File: config.mk
export PLATFORM = sky130hd
export DESIGN_NAME = dlne_norm_unit
export DESIGN_NICKNAME = d
export VERILOG_FILES = /design/src/sv/dlne_pkg.sv /design/src/sv/dlne_norm_unit.sv
export VERILOG_INCLUDE_DIRS = /design/src /design/src/sv
export SDC_FILE = /design/constraint.sdc
export NUM_CORES = 1
export LEC_CHECK = 0
export ABC_AREA = 1
export BUFFER_PORTS_ARGS = -buffer_cell sky130_fd_sc_hd__buf_4
export CAP_MARGIN = 25
export CORE_MARGIN = 2
export CORE_UTILIZATION = 46
export CTS_BUF_LIST = sky130_fd_sc_hd__clkbuf_16
export DETAILED_ROUTE_END_ITERATION = 16
export PLACE_DENSITY_LB_ADDON = 0.25
export SYNTH_ARGS = -nofsm -noshare
export SYNTH_HDL_FRONTEND = slang
export SYNTH_SLANG_ARGS = --single-unit
File: constraint.sdc
create_clock -name clock -period 4.73 [get_ports clock]
set_input_delay 0.473 -clock clock [delete_from_list [all_inputs] [get_ports clock]]
set_output_delay 0.473 -clock clock [all_outputs]
set_load 0.005 [all_outputs]
File: src/sv/doc_length_norm_encoder_assert.svh
// ----------------------------------------------------------------------------
// doc length norm encoder assertion macros
// shared concurrent property checks used by the encoder rtl
// ----------------------------------------------------------------------------
`ifndef DOC_LENGTH_NORM_ENCODER_ASSERT_SVH
`define DOC_LENGTH_NORM_ENCODER_ASSERT_SVH

// same-cycle implication, disabled during reset
`define DLNE_ASSERT_IMP(name, clk, rst, ante, cons) \
   name: assert property (@(posedge clk) disable iff (rst) (ante) |-> (cons)) \
      else $error("dlne: same-cycle property violated");

// next-cycle implication, disabled during reset
`define DLNE_ASSERT_NXT(name, clk, rst, ante, cons) \
   name: assert property (@(posedge clk) disable iff (rst) (ante) |=> (cons)) \
      else $error("dlne: next-cycle property violated");

`endif

File: src/sv/dlne_pkg.sv
`timescale 1ns / 1ps
// ----------------------------------------------------------------------------
// dlne_pkg
// widths, encoding constants and inter-module types of the norm encoder
// ----------------------------------------------------------------------------
package dlne_pkg;

   // field widths
   localparam int DOC_W    = 12;
   localparam int DOCS_W   = 13;
   localparam int COUNT_W  = 31;
   localparam int TOTAL_W  = 48;
   localparam int NORM_W   = 8;
   localparam int SHIFT_W  = 5;

   // norm encoding constants
   localparam int MANT_BITS = 3;
   localparam int HEAD_BITS = MANT_BITS + 1;
   localparam int MAX_SHIFT = COUNT_W - HEAD_BITS;
   localparam logic [NORM_W-1:0]  FREE_VALUES   = 8'd220;
   localparam logic [COUNT_W-1:0] FREE_VALUES_C = 31'd220;

   // request to the norm unit
   typedef struct packed {
      logic               start;
      logic [COUNT_W-1:0] count;
   } dlne_norm_req_type;

   // result from the norm unit
   typedef struct packed {
      logic              done;
      logic [NORM_W-1:0] norm;
   } dlne_norm_rsp_type;

endpackage

File: src/sv/dlne_norm_unit.sv
`timescale 1ns / 1ps
// ----------------------------------------------------------------------------
// dlne_norm_unit
// iterative length-to-norm-byte encoder, one right shift per cycle
// ----------------------------------------------------------------------------
`include "doc_length_norm_encoder_assert.svh"

module dlne_norm_unit
   import dlne_pkg::*;
(
   input  logic              clock,
   input  logic              reset,
   input  dlne_norm_req_type norm_req,
   output dlne_norm_rsp_type norm_rsp
);

   logic               busy_ff, busy_in;
   logic               done_ff, done_in;
   logic [NORM_W-1:0]  norm_ff, norm_in;
   logic [COUNT_W-1:0] val_ff, val_in;
   logic [SHIFT_W-1:0] shift_ff, shift_in;
   logic               above_head;

   // excess still has bits above the mantissa head
   assign above_head = |val_ff[COUNT_W-1:HEAD_BITS];

   // shift until the excess fits in four bits; code = value + 8 * shift
   always_comb begin
      busy_in  = busy_ff;
      done_in  = 1'b0;
      norm_in  = norm_ff;
      val_in   = val_ff;
      shift_in = shift_ff;
      if (norm_req.start) begin
         if (norm_req.count == '0) begin
            done_in = 1'b1;
            norm_in = NORM_W'(1);
         end else if (norm_req.count < FREE_VALUES_C) begin
            done_in = 1'b1;
            norm_in = norm_req.count[NORM_W-1:0];
         end else begin
            busy_in  = 1'b1;
            val_in   = norm_req.count - FREE_VALUES_C;
            shift_in = '0;
         end
      end else if (busy_ff) begin
         if (above_head) begin
            val_in   = val_ff >> 1;
            shift_in = shift_ff + SHIFT_W'(1);
         end else begin
            busy_in = 1'b0;
            done_in = 1'b1;
            norm_in = FREE_VALUES + val_ff[NORM_W-1:0] + {shift_ff, 3'b000};
         end
      end
   end

   // control state
   always_ff @(posedge clock) begin
      if (reset) begin
         busy_ff <= 1'b0;
         done_ff <= 1'b0;
      end else begin
         busy_ff <= busy_in;
         done_ff <= done_in;
      end
   end

   // datapath
   always_ff @(posedge clock) begin
      norm_ff  <= norm_in;
      val_ff   <= val_in;
      shift_ff <= shift_in;
   end

   assign norm_rsp.done = done_ff;
   assign norm_rsp.norm = norm_ff;

   // checks
   `DLNE_ASSERT_IMP(a_shift_bound, clock, reset, busy_ff, shift_ff <= SHIFT_W'(MAX_SHIFT))
   `DLNE_ASSERT_IMP(a_no_start_busy, clock, reset, norm_req.start, !busy_ff)
   `DLNE_ASSERT_NXT(a_done_pulse, clock, reset, done_ff, !done_ff)

endmodule

==> out/metrics.yaml <==
synth:
  synth_nets: 477
  synthXorXnorAreaFrac_pct: 1.37
  synthDistinctLibCells: 31
  avgSynthCellArea_um2: 7.41
  synthAdderAreaFrac_pct: 4.94
  synthMuxAreaShare_pct: 0
  yosys.area_share.simple_pct: 35.6
  synth_area_leader_cell: "edfxtp_1"
  synth.area.top_cells: "edfxtp_1 (41%), nand2_1 (14%), nor2_1 (9.1%)"
  synth_compound_area_share_pct: 7.10
  syn_inst: 431
  synth_warnings: 0
  ys_seq_elements: 46
  synth_area_mm2: 0.00319
  ys_seq_area_share_pct: 42.6
  synth_top_family_by_area: "simple AND/OR/NAND/NOR gates"
  synth_top_area_share_pct: 41.4
route:
  vias_per_cell: 5.34
  drc_errors: 0
  first_pass_iters: 4
  routedWlPerCell_um: 14.0
  drt_iter0_drc: 173
  drt-total-wl_um: 7700
  top_layer_used: "met4"
  wl_met1_um: 3290
  route.vias.total: 2943
  dr_wl_met2_um: 3850
  drtAntennaViolNets: 0
  wl_met3_um: 461
finish:
  layout-drive-gt1-share_pct: 15.1
  syn2layout_area_growth_pct: 17.7
  fin_util_pct: 55.6
  nFillCells: 651
  fin_area_mm2: 0.00376
  regArea_mm2: 0.00136
  final_nets: 516
  finalNonFillerCells: 551
  multi_input_area_mm2: 0.00158
  diodes: 0
placed_design:
  place.port_buffers: 42
  placedCellCount: 543
  gp_congestion: 0.860
  dp_hpwl_um: 5930
  dpl_cell_area_mm2: 0.00359
floorplanning:
  die_w_um: 87.3
  start_util_pct: 47.2
  die_y_um: 87.3
  rows: 30
  core_mm2: 0.00676
  fp.dieArea_mm2: 0.00762
  ios: 43
worst_setup_path:
  crit_path_frequent_cell: "nand2_1"
  rrSetupSlack_ps: 2590
  crit_family: "buffers and inverters"
  crit_required_ps: 4720
  worstSetupPathType: "input pin to register"
  critPathBufInv: 3
  critPathMaxStageDelay_ps: 580
  end_kind: "register"
  path_cells: "buf_4 > inv_1 > nand2_1 > nand2_1 > a21oi_4 > buf_16"
  critPathArrivalTime_ps: 2590
  crit_fanout: 55
  critPathLaunchType: "input pin"
  crit_slowest_cell: "inv_1"
timing:
  slew_headroom_pct: 41.6
  clock_skew_ps: 4.70
  layout_min_cycle_time_ps: 2600
  grt_setup_unrepaired: "no"
  tightest_slew_ps: 875
  finalHoldViolCount: 0
  max_freq_ghz: 0.385
  setup_viol: 0
  min_period_over_period_pct: 55.0
  slew_violations: 0
  finalSetupTns_ps: 0
global_routing:
  antenna_found_initial: 0
  grt_pass1_wl_um: 12500
  grt_util_all_layers_pct: 21.2
  grt-ovfl-total: 0
  grt_max_degree: 56
  grt_pass1_vias: 2668
clocking:
  insertion_delay_ps: 290
  htree_levels: 2
  clock-sinks: 46
  clock_path_buffers: 2
  cts_hold_buf: 0
  cts_setup_buffers: 0
  cts_root_buffer: "clkbuf_16"
  cts_made_buffers: 5
  ctsResizeCount: 0
  cts_tree: "yes"
  clkTransAtPathRegs_ps: 70
run:
  maxCapViolCount: 0
hold_path:
  hp-class: "input pin to register"
power_and_ir_drop:
  cellPowerDensity_mw_per_mm2: 301
  switching_share_pct: 26.7
  seq_power_share_pct: 45.4
  power_w: 0.00113
  p_comb_share_pct: 19.6
  power.switching_w: 0.000302
  clockPowerShare_pct: 35.0
  p_leak_nw: 1.71
  power.internal_w: 0.000829
  peakVddDrop_mv: 0.153
run_status:
  outcome: "finished, final reports clean"
-- power by group through the flow --
stage / Sequential, W / Combinational, W / Clock [W]
finish: 0.000513 / 0.000221 / 0.000396
detailed placement: 0.000522 / 0.000219 / 0
global placement: 0.000522 / 0.000210 / 0
global route: 0.000519 / 0.000254 / 0.000412
floorplan: 0.000516 / 0.000146 / 0
CTS: 0.000513 / 0.000221 / 0.000406
-- cells by family (layout without fill, tap and decap cells) --
logic type | Yosys count | in the layout
compound gates | 38 | 38
simple gates | 263 | 263
fa+ha+maj | 12 | 12
buf+inv | 67 | 107
flops | 46 | 46
xor+xnor | 5 | 5
-- sequential cells by signal (all words and copies together) (netlist names) --
signal / flops
busy_ff: 1
val_ff: 31
norm_ff: 8
done_ff: 1
shift_ff: 5
-- path summary, 6_finish.rpt --
check / from / endpoint / depth (start not counted)
max reg2reg: shift_ff[0] / norm_ff[7] / 12
max: norm_req[31] / val_ff[17] / 6
min: reset / done_ff / 2
min reg2reg: busy_ff / busy_ff / 2
-- layout by cell type (no fill, tap or decap), drive strengths merged --
master | Yosys | routed
nand2 | 120 | 120
nor2 | 86 | 86
inv | 56 | 56
edfxtp | 44 | 44
buf | 10 | 43
nand3 | 43 | 43
ha | 11 | 11
a21oi | 11 | 11
o21ai | 10 | 10
nand4 | 8 | 8
a31oi | 7 | 7
o21bai | 5 | 5
clkbuf | 1 | 5
o22ai | 4 | 4
xor2 | 3 | 3
or2 | 3 | 3
nand3b | 2 | 2
xnor2 | 2 | 2
dfxtp | 2 | 2
clkinv | 0 | 2
a21boi | 1 | 1
nor3 | 1 | 1
fa | 1 | 1
bufinv | 0 | 1
-- cell usage after synthesis, drive strengths merged --
cell    number
nand2      120
nor2        86
inv         56
edfxtp      44
nand3       43
a21oi       11
ha          11
buf         10
o21ai       10
nand4        8
a31oi        7
o21bai       5
o22ai        4
or2          3
xor2         3
dfxtp        2
nand3b       2
xnor2        2
a21boi       1
clkbuf       1
fa           1
nor3         1
-- layout make-up --
type	count	share of cell area (%)
Clock buffer	5	3.33
Clock inverter	3	1.07
Inverter	56	5.60
Multi-Input combinational cell	318	42.0
Sequential cell	46	36.2
Tap cell	80	2.66
Timing Repair Buffer	43	9.13
-- stage by stage --
| step | setup slack, ps | hold WS, ps |
|---|---|---|
| 5_1_grt | 1910 | 340 |
| 2_1_floorplan | 1520 | 442 |
| 3_3_place_gp | 1640 | 452 |
| 4_1_cts | 2130 | 339 |
| 6_report | 2130 | 342 |
| 3_5_place_dp | 1840 | 463 |
-- metal layers --
layer,global-route usage (%),up-vias
met5,0,-
met4,6.01,0
met3,3.32,10
met2,37.6,97
met1,26.6,1359
li1,-,1477
No activity file was read; power rests on OpenSTA's default activity.
